### src/design/asid_pkg.sv
// Package for the address-space id allocator: sizes, payload words,
// status codes, sequencer states and the table command struct.
// No dependencies.
package asid_pkg;

    localparam int NUM_SPACES  = 16;
    localparam int SLOT_W      = 5;
    localparam int ID_W        = 16;
    localparam int IDX_W       = (NUM_SPACES > 1) ? $clog2(NUM_SPACES) : 1;
    // granted_slot is five bits wide, so slots above 31 are never handed out
    localparam int GRANT_LIMIT = (NUM_SPACES > 31) ? 31 : NUM_SPACES;

    localparam logic REQ_ACQUIRE = 1'b0;
    localparam logic REQ_RELEASE = 1'b1;

    typedef enum logic [1:0] {
        ST_OK        = 2'd0,
        ST_NONE_FREE = 2'd1,
        ST_REFUSED   = 2'd2
    } status_t;

    typedef enum logic [1:0] {
        S_IDLE,
        S_SCAN,
        S_CHECK,
        S_DONE
    } state_t;

    typedef struct packed {
        logic              req_type;
        logic [ID_W-1:0]   proc_id;
        logic [SLOT_W-1:0] slot;
    } req_word_t;

    typedef struct packed {
        logic [SLOT_W-1:0] granted_slot;
        status_t           status;
    } rsp_word_t;

    // one access to the owner table per cycle: compare at addr, optional write
    typedef struct packed {
        logic             we;
        logic [IDX_W-1:0] addr;
        logic [ID_W-1:0]  key;
        logic [ID_W-1:0]  wdata;
    } table_cmd_t;

endpackage

### src/design/asid_table.sv
// Owner table of the allocator with its single shared compare unit.
// Depends on asid_pkg.
module asid_table (
    input  logic                  clk,
    input  logic                  rst_n,
    input  asid_pkg::table_cmd_t  cmd,
    output logic                  match
);

    logic [asid_pkg::ID_W-1:0] owner_reg [asid_pkg::NUM_SPACES];

    // the one comparator: entry at the current address against the key
    assign match = (owner_reg[cmd.addr] == cmd.key);

    always_ff @(posedge clk or negedge rst_n)
    begin
        if (!rst_n)
        begin
            for (int i = 0; i < asid_pkg::NUM_SPACES; i++)
            begin
                owner_reg[i] <= '0;
            end
        end
        else if (cmd.we)
        begin
            owner_reg[cmd.addr] <= cmd.wdata;
        end
    end

endmodule

### src/design/asid_seq.sv
// Sequencer of the allocator: steps the shared compare unit over the
// owner table, one slot a cycle, and forms the result word.
// Depends on asid_pkg.
module asid_seq (
    input  logic                  clk,
    input  logic                  rst_n,
    input  logic                  start,
    input  asid_pkg::req_word_t   req,
    input  logic                  match,
    output asid_pkg::table_cmd_t  cmd,
    output logic                  busy,
    output logic                  done,
    output asid_pkg::rsp_word_t   result
);

    asid_pkg::state_t                  state_reg, state_next;
    logic [asid_pkg::IDX_W-1:0]        addr_reg, addr_next;
    logic [asid_pkg::ID_W-1:0]         id_reg, id_next;
    asid_pkg::status_t                 stat_reg, stat_next;

    logic                              slot_ok;
    logic                              last_slot;
    logic [asid_pkg::SLOT_W-1:0]       scan_slot;

    assign slot_ok   = (req.slot != '0)
                    && (int'(req.slot) <= asid_pkg::NUM_SPACES);
    assign last_slot = (int'(addr_reg) == asid_pkg::GRANT_LIMIT - 1);
    assign scan_slot = asid_pkg::SLOT_W'(addr_reg) + asid_pkg::SLOT_W'(1);
    assign busy      = (state_reg != asid_pkg::S_IDLE);

    always_ff @(posedge clk or negedge rst_n)
    begin
        if (!rst_n)
        begin
            state_reg <= asid_pkg::S_IDLE;
        end
        else
        begin
            state_reg <= state_next;
        end
    end

    always_ff @(posedge clk)
    begin
        addr_reg <= addr_next;
        id_reg   <= id_next;
        stat_reg <= stat_next;
    end

    always_comb
    begin
        state_next          = state_reg;
        addr_next           = addr_reg;
        id_next             = id_reg;
        stat_next           = stat_reg;
        cmd.we              = 1'b0;
        cmd.addr            = addr_reg;
        cmd.key             = '0;
        cmd.wdata           = id_reg;
        done                = 1'b0;
        result.granted_slot = '0;
        result.status       = stat_reg;

        unique case (state_reg)
            asid_pkg::S_IDLE:
            begin
                if (start)
                begin
                    id_next = req.proc_id;
                    if (req.req_type == asid_pkg::REQ_ACQUIRE)
                    begin
                        addr_next = '0;
                        if (req.proc_id == '0)
                        begin
                            stat_next  = asid_pkg::ST_NONE_FREE;
                            state_next = asid_pkg::S_DONE;
                        end
                        else
                        begin
                            state_next = asid_pkg::S_SCAN;
                        end
                    end
                    else
                    begin
                        addr_next = asid_pkg::IDX_W'(req.slot - asid_pkg::SLOT_W'(1));
                        if ((req.proc_id == '0) || !slot_ok)
                        begin
                            stat_next  = asid_pkg::ST_REFUSED;
                            state_next = asid_pkg::S_DONE;
                        end
                        else
                        begin
                            state_next = asid_pkg::S_CHECK;
                        end
                    end
                end
            end

            asid_pkg::S_SCAN:
            begin
                // free entry reads as zero
                cmd.key = '0;
                if (match)
                begin
                    cmd.we              = 1'b1;
                    cmd.wdata           = id_reg;
                    done                = 1'b1;
                    result.granted_slot = scan_slot;
                    result.status       = asid_pkg::ST_OK;
                    state_next          = asid_pkg::S_IDLE;
                end
                else if (last_slot)
                begin
                    done          = 1'b1;
                    result.status = asid_pkg::ST_NONE_FREE;
                    state_next    = asid_pkg::S_IDLE;
                end
                else
                begin
                    addr_next = addr_reg + asid_pkg::IDX_W'(1);
                end
            end

            asid_pkg::S_CHECK:
            begin
                cmd.key    = id_reg;
                cmd.wdata  = '0;
                cmd.we     = match;
                done       = 1'b1;
                result.status = match ? asid_pkg::ST_OK : asid_pkg::ST_REFUSED;
                state_next = asid_pkg::S_IDLE;
            end

            asid_pkg::S_DONE:
            begin
                done       = 1'b1;
                state_next = asid_pkg::S_IDLE;
            end

            default:
            begin
                state_next = asid_pkg::S_IDLE;
            end
        endcase
    end

endmodule

### src/design/address_space_id_allocator_top.sv
// Address-space id allocator, first fit over an owner table of slots.
//
// Request channel (req_valid, req_stall, req): one word per acquire or
// release. Response channel (rsp_valid, rsp_stall, rsp): exactly one word
// per request, in request order.
//
// An acquire scans the owner table from slot 1 upwards, one slot a cycle
// through a single comparator; the first free slot is given to proc_id.
// The scan looks at 1 to 16 slots before its result goes to the response
// register. A release checks the named slot once; a request refused before
// the table is touched goes straight to the done state. The block takes no
// new request until the previous response is registered.
//
// req_stall is high while a request is being worked on, and while a
// response waits in the output register under rsp_stall. A stalled
// response holds its word until taken.
// Reset clears every owner entry at once (all slots free) and empties the
// output register; the block is ready in the first cycle after reset.
// Depends on asid_pkg, asid_seq and asid_table.
module address_space_id_allocator_top (
    input  logic                 clk,
    input  logic                 rst_n,
    input  logic                 req_valid,
    output logic                 req_stall,
    input  asid_pkg::req_word_t  req,
    output logic                 rsp_valid,
    input  logic                 rsp_stall,
    output asid_pkg::rsp_word_t  rsp
);

    asid_pkg::table_cmd_t  cmd;
    asid_pkg::rsp_word_t   result;
    logic                  match;
    logic                  busy;
    logic                  done;
    logic                  start;

    logic                  rsp_valid_reg, rsp_valid_next;
    asid_pkg::rsp_word_t   rsp_reg, rsp_next;

    assign req_stall = busy || (rsp_valid_reg && rsp_stall);
    assign start     = req_valid && !req_stall;
    assign rsp_valid = rsp_valid_reg;
    assign rsp       = rsp_reg;

    asid_seq u_seq (
        .clk    (clk),
        .rst_n  (rst_n),
        .start  (start),
        .req    (req),
        .match  (match),
        .cmd    (cmd),
        .busy   (busy),
        .done   (done),
        .result (result)
    );

    asid_table u_table (
        .clk   (clk),
        .rst_n (rst_n),
        .cmd   (cmd),
        .match (match)
    );

    // output word register; it is always empty by the time a result lands
    always_comb
    begin
        rsp_valid_next = rsp_valid_reg;
        rsp_next       = rsp_reg;
        if (done)
        begin
            rsp_valid_next = 1'b1;
            rsp_next       = result;
        end
        else if (!rsp_stall)
        begin
            rsp_valid_next = 1'b0;
        end
    end

    always_ff @(posedge clk or negedge rst_n)
    begin
        if (!rst_n)
        begin
            rsp_valid_reg <= 1'b0;
        end
        else
        begin
            rsp_valid_reg <= rsp_valid_next;
        end
    end

    always_ff @(posedge clk)
    begin
        rsp_reg <= rsp_next;
    end

endmodule

### config.mk
export PLATFORM = sky130hd
export DESIGN_NAME = address_space_id_allocator_top
export DESIGN_NICKNAME = d
export VERILOG_FILES = /design/src/design/asid_pkg.sv /design/src/design/asid_table.sv /design/src/design/asid_seq.sv /design/src/design/address_space_id_allocator_top.sv
export SDC_FILE = /design/constraint.sdc
export NUM_CORES = 1
export LEC_CHECK = 0
export BUFFER_PORTS_ARGS = -buffer_cell sky130_fd_sc_hd__buf_2
export CAP_MARGIN = 20
export CORE_ASPECT_RATIO = 0.9
export CORE_MARGIN = 1
export CORE_UTILIZATION = 55
export DETAILED_ROUTE_END_ITERATION = 12
export GPL_TIMING_DRIVEN = 1
export PLACE_DENSITY = 0.8
export SYNTH_ARGS = -nofsm -noshare
export SYNTH_HDL_FRONTEND = slang
export SYNTH_SLANG_ARGS = --single-unit
### constraint.sdc
create_clock -name clk -period 3.8 [get_ports clk]
set_input_delay 0.38 -clock clk [delete_from_list [all_inputs] [get_ports clk]]
set_output_delay 0.38 -clock clk [all_outputs]
set_load 0.02 [all_outputs]
# ---- Word-level counts from Yosys, hierarchy flattened
# Cells that the tools add are included.
dict set report word_totals {
  elab_cells 94
  register_bits 288
  output_inout_bits 9
}
dict set report op_classes {
  eq_ne 11
  mux 33
  n_bitwise 1
  reduce_logical 20
  order_cmp 3
  addsub 3
}
# cell count
set op_table {}
lappend op_table {{bitwise mux 256 bit} 1}
lappend op_table {{binary-select mux 16 bit (select 4 bit)} 1}
lappend op_table {{demux 16 bit (select 4 bit)} 1}
lappend op_table {{two-way mux 16 bit} 3}
lappend op_table {{two-way mux 32 bit} 1}
lappend op_table {{two-way mux 2 bit} 11}
lappend op_table {{== test 16 bit} 1}
lappend op_table {{zero test 16 bit} 1}
lappend op_table {{two-way mux 4 bit} 4}
lappend op_table {{one-hot mux 4 bit (2 select lines)} 1}
lappend op_table {{AND reduction 4 bit} 2}
lappend op_table {{two-way mux 1 bit} 6}
lappend op_table {{!= test 2 bit (second input constant)} 3}
lappend op_table {{one-hot mux 2 bit (3 select lines)} 1}
lappend op_table {{AND reduction 2 bit} 3}
lappend op_table {{nonzero test 2 bit} 3}
lappend op_table {{adder 4 x 1 -> 5 bit (second input constant)} 1}
lappend op_table {{greater-or-equal comparator 5 bit (second input constant)} 1}
lappend op_table {{less-or-equal comparator 5 bit (second input constant)} 1}
lappend op_table {{less-than comparator 5 x 1 -> 1 bit (second input constant)} 1}
lappend op_table {{inverter 4 -> 5 bit} 1}
lappend op_table {{nonzero test 5 bit} 1}
lappend op_table {{adder 4 x 1 -> 4 bit (second input constant)} 1}
lappend op_table {{== test 2 bit (second input constant)} 2}
lappend op_table {{12 further kinds} 19}

# ---- Longest topological paths before layout
dict set report logic_depth {
  word_depth 8
  mapped_depth 14
  mapped_depth_nobuf 9
}

# ---- Cells and area by module
# A second synthesis with hierarchy kept.
dict set report unflattened {
  hier_cells 960
  hier_area_um2 13845.8
}
# module cells_each area_each_um2 seq_area_each_um2 n_inst
set by_module_without_submodules {}
lappend by_module_without_submodules {asid_table 823 12208.0 6406.1 1}
lappend by_module_without_submodules {asid_seq 125 1376.3 710.7 1}
lappend by_module_without_submodules {address_space_id_allocator_top 12 261.5 235.2 1}

# ---- Worst setup path before layout
# OpenSTA, ideal clock, no wires.
dict set report synth_path {
  path_type {reg-to-reg}
  startpoint {reg u_seq.addr_reg[0] in the netlist's numbering}
  endpoint {reg rsp_reg, in the netlist rsp[0] (enable)}
  path_stages_with_launch 14
  period_less_slack_ns 3.765
  setup_time_ns 0.380
  t_required_ns 3.420
  setup_slack_ns 0.035
  arrival_ns 3.384
  n_path_buf 5
  path_cell_list {edfxtp_1 > buf_2 > buf_2 > mux4_2 > a22oi_1 > a21o_1 > and3_1 > o32ai_1 > nor4_1 > buf_4 > buf_12 > buf_2 > nor4_1 > nor3_1}
}
dict set report synth_via {
  elab_chain_len 7
}
# item line
set synth_lines {}
lappend synth_lines {{start: declaration} asid_seq.sv:17} ;# logic [asid_pkg::IDX_W-1:0] addr_reg, addr_next;
lappend synth_lines {{start signal: assignment} asid_seq.sv:45} ;# addr_reg <= addr_next;
lappend synth_lines {{inverter 4 -> 5 bit (not written as such)} asid_table.sv:13} ;# assign match = (owner_reg[cmd.addr] == cmd.key);
lappend synth_lines {{binary-select mux 16 bit (select 4 bit)} asid_table.sv:13}
lappend synth_lines {{two-way mux 16 bit (not written as such) (2 in a row)} asid_table.sv:13}
lappend synth_lines {{== test 16 bit} asid_table.sv:13}
lappend synth_lines {{two-way mux 1 bit (*)} asid_seq.sv:103} ;# if (match)
lappend synth_lines {{one-hot mux 1 bit (2 select lines) (*)} asid_seq.sv:64} ;# unique case (state_reg)
lappend synth_lines {{via done} address_space_id_allocator_top.sv:35} ;# logic done;
lappend synth_lines {{end signal: assignment} address_space_id_allocator_top.sv:95} ;# rsp_reg <= rsp_next;
lappend synth_lines {{end: declaration} address_space_id_allocator_top.sv:39} ;# asid_pkg::rsp_word_t rsp_reg, rsp_next;
# The timed path passes the listed nets; every way through them passes the cells marked *. The select of a mux whose other input is x is not followed.
# A chain may end at the register's enable or synchronous reset.

# ---- Final worst setup path
dict set report layout_path {
  startpoint {reg u_seq.addr_reg[0] in the netlist's numbering}
  endpoint {reg u_table.owner_reg[57] in the netlist's numbering}
}
dict set report layout_via {
  elab_chain_len 7
}
# item line
set layout_lines {}
lappend layout_lines {{inverter 4 -> 5 bit (not written as such) (*)} {asid_table.sv:13, asid_table.sv:26}}
lappend layout_lines {{binary-select mux 16 bit (select 4 bit)} asid_table.sv:13}
lappend layout_lines {{two-way mux 16 bit (not written as such) (2 in a row)} asid_table.sv:13}
lappend layout_lines {{== test 16 bit} asid_table.sv:13}
lappend layout_lines {{two-way mux 1 bit} asid_seq.sv:103}
lappend layout_lines {{one-hot mux 1 bit (2 select lines)} asid_seq.sv:64}
lappend layout_lines {{end signal: indexed assignment} asid_table.sv:26} ;# owner_reg[cmd.addr] <= cmd.wdata;
lappend layout_lines {{end: declaration} asid_table.sv:10} ;# logic [asid_pkg::ID_W-1:0] owner_reg [asid_pkg::NUM_SPACES];
# Every way passes the cells marked *; elsewhere a longest branch is shown, timed or not. The select of a mux whose other input is x is not followed.

==> out/metrics.yaml <==
synth:
  synth_ff_type: "dfrtp_1"
  synth_area_um2: 14000
  syn_nets: 950
  syn-instance-count: 914
  synth-edff-count: 29
  yosysUniqueCellTypes: 45
  async_flop_share: 0.899
  yosysWarnings: 0
  seq_area_frac_synth: 0.527
  ys_ff_latch: 288
  syn_area_per_cell_um2: 15.3
die:
  die_h_um: 153
  start_util: 0.568
  die_area_um2: 26000
  pin_count: 35
  coreArea_um2: 24600
  die_x_um: 170
  num_rows: 54
critical_path:
  critPathKind: "register to register"
  crit_fanout: 14
  cp.required_ns: 4.24
  end_kind: "register"
  startpoint_type: "register"
  crit_arrival_ns: 4.13
power_and_ir_drop:
  p_leak_nw: 7.96
  power_density_nw_per_um2: 747
  ir_worst_vdd_v: 0.000389
timing:
  setup_viol: 0
  drv_slew: 0
  hold_viol: 0
  rsz0062_at_grt: "yes"
  worst_slack_ns: 0.114
  worstMarginPinSlew_ns: 1.10
  fin_tns_setup_ns: 0
  relSlewSlack: 0.262
  period_share: 0.970
  max_freq_mhz: 271
  clock_skew_ns: 0.0140
  min_period_ns: 3.69
flow_run:
  maxCapViolations: 0
routing:
  wl_per_cell_um: 25.6
  via_count: 8651
  vias_per_cell: 6.42
  drt_iter0_drc: 972
  drc: 0
  wirelength_um: 34500
  first_pass_iters: 5
  ant_nets: 0
placed_design:
  place_inst: 1273
  gp_congestion: 0.874
  place_ws_ns: 0.0288
  dp_hpwl_um: 21100
  port_buffers: 34
  placed_cell_area_um2: 14900
cells_and_area:
  design_area_um2: 16200
  syn2layout_area_growth_pct: 15.7
  largest_reg_flops: 256
  fin_util: 0.657
  drive_gt1_frac: 0.502
  fin_nets: 1023
  final_cells: 1348
worst_hold_path:
  hp-class: "primary input to register"
global_route:
  grt.total_usage: 0.269
  grt_pass1_vias: 8892
  grt_max_degree: 115
  globalRouteOverflowTotal: 0
  grt_antenna_before_repair: 3
  grt_pass1_wl_um: 52900
outcome:
  outcome: "completed"
clocking:
  root_buffer: "clkbuf_16"
  clk_pin_slew_ns: 0.06
  cts-htree-levels: 1
  tritoncts: "built"
  cts_buffers: 30
  cts_num_sinks: 288
  clockBufferDepth: 3
  clock_latency_ns: 0.56
==> worst paths after layout <==
kind / from / end / slack, ns / cells past startpoint
setup / recovery: u_seq.addr_reg[0]$_DFFE_PP_ / u_table.owner_reg[57]$_DFFE_PN0P_ / 0.11 / 13
hold / removal: req[20] / u_seq.id_reg[15]$_DFFE_PP_ / 0.02 / 1
setup reg to reg: u_seq.addr_reg[0]$_DFFE_PP_ / u_table.owner_reg[57]$_DFFE_PN0P_ / 0.11 / 13
hold reg to reg: u_table.owner_reg[149]$_DFFE_PN0P_ / u_table.owner_reg[149]$_DFFE_PN0P_ / 0.50 / 1
max in group asynchronous: rst_n / u_table.owner_reg[223]$_DFFE_PN0P_ / 2.35 / 3
min in group asynchronous: rst_n / u_seq.state_reg[1]$_DFFE_PN0P_ / 0.52 / 2
==> per-stage QoR <==
stage / hold slack [ns] / power, mW
CTS: 0.00435 / 11.7
global placement: 0.468 / 8.67
floorplan: 0.0844 / 7.58
detailed placement: 0.488 / 8.82
finish: 0.0158 / 12.1
global route: 0.0168 / 12.6
==> cells in the mapped netlist, types with 5 or more instances <==
master / n / area, µm²
a22oi_1: 30 / 225
nand3_1: 23 / 115
buf_2: 22 / 110
a21o_1: 8 / 60.1
mux4_2: 64 / 1440
o21ai_0: 14 / 70.1
o22ai_1: 6 / 37.5
a211oi_1: 8 / 60.1
inv_1: 22 / 82.6
nand4b_4: 6 / 143
a21oi_1: 5 / 25.0
nor2_1: 18 / 67.6
mux2_4: 60 / 901
and3_1: 13 / 81.3
nor2b_1: 8 / 50.1
mux2_2: 192 / 2160
nor4_1: 6 / 37.5
ha_1: 10 / 125
nand2_1: 16 / 60.1
mux2_1: 5 / 56.3
dfrtp_1: 259 / 6480
nand4_2: 7 / 87.6
clkbuf_1: 27 / 101
buf_6: 10 / 113
edfxtp_1: 29 / 871
==> timing repair <==
item                                    CTS  global route
endpoints found under the hold margin   110             0
cloned                                    0             2
endpoints found under the setup margin    2           251
gates resized for setup                   1            23
hold buffers                              1             0
buffers inserted                          0            11
pin swaps                                 0             3
==> area by class of cell <==
| class | instances | area (µm²) |
|---|---|---|
| inverter | 22 | 82.6 |
| fill | 1681 | 8440 |
| clock buffer | 45 | 888 |
| antenna | 3 | 7.51 |
| multi-input combinational | 537 | 6250 |
| clock inverter | 9 | 48.8 |
| timing repair buffer | 108 | 1110 |
| sequential | 288 | 7350 |
| tap | 336 | 420 |
==> worst max-delay path: stages, from the launching register on <==
cell	delay, ns
edfxtp_1	0.38
buf_12	0.18
buf_4	0.15
mux4_2	0.51
a22oi_1	0.41
a21o_1	0.16
and3_1	0.15
o32ai_1	0.09
buf_4	0.15
nor4_2	0.25
bufbuf_16	0.36
nand4_2	0.21
buf_6	0.24
mux2_2	0.29
==> routing by layer <==
metal / vias to the layer above / part of all wire / track usage / routed length [µm]
li1: 3610 / - / - / -
met1: 4587 / 0.44 / 0.390 / 15300
met2: 373 / 0.46 / 0.416 / 15900
met3: 81 / 0.064 / 0.0432 / 2220
met4: 0 / 0.032 / 0.0862 / 1120
met5: - / 0 / 0 / 0
==> cells in the final DEF (no fill, tap or decap), types with 14 or more instances in the layout <==
cell and count:
dfrtp_1 259, buf_2 33, nand3_1 23, mux4_2 64, buf_12 22, mux2_2 192, a22oi_2 19, clkbuf_16 32
inv_1 22, nor2_1 18, buf_4 44, edfxtp_1 29, nand2_1 16, o21ai_0 14, mux2_4 60
==> power breakdown <==
part	internal (mW)	leakage (nW)	total, mW	switching, mW
registers	4.04	3.82	4.58	0.539
logic	2.32	3.68	4.68	2.36
clock network	1.60	0.470	2.81	1.21
total	7.96	7.96	12.1	4.11
==> kinds of logic (layout without fill, tap and decap cells) <==
kind of cell,after synthesis,in the layout,synth area share
flops,288,288,0.527
other cells,0,3,0
xor+xnor,5,5,0.00314
fa+ha+maj,10,10,0.00896
buf+inv,89,184,0.0335
simple gates,114,114,0.0566
compound gates,87,87,0.0445
mux,321,321,0.327
(Power assumes the default switching activity.)
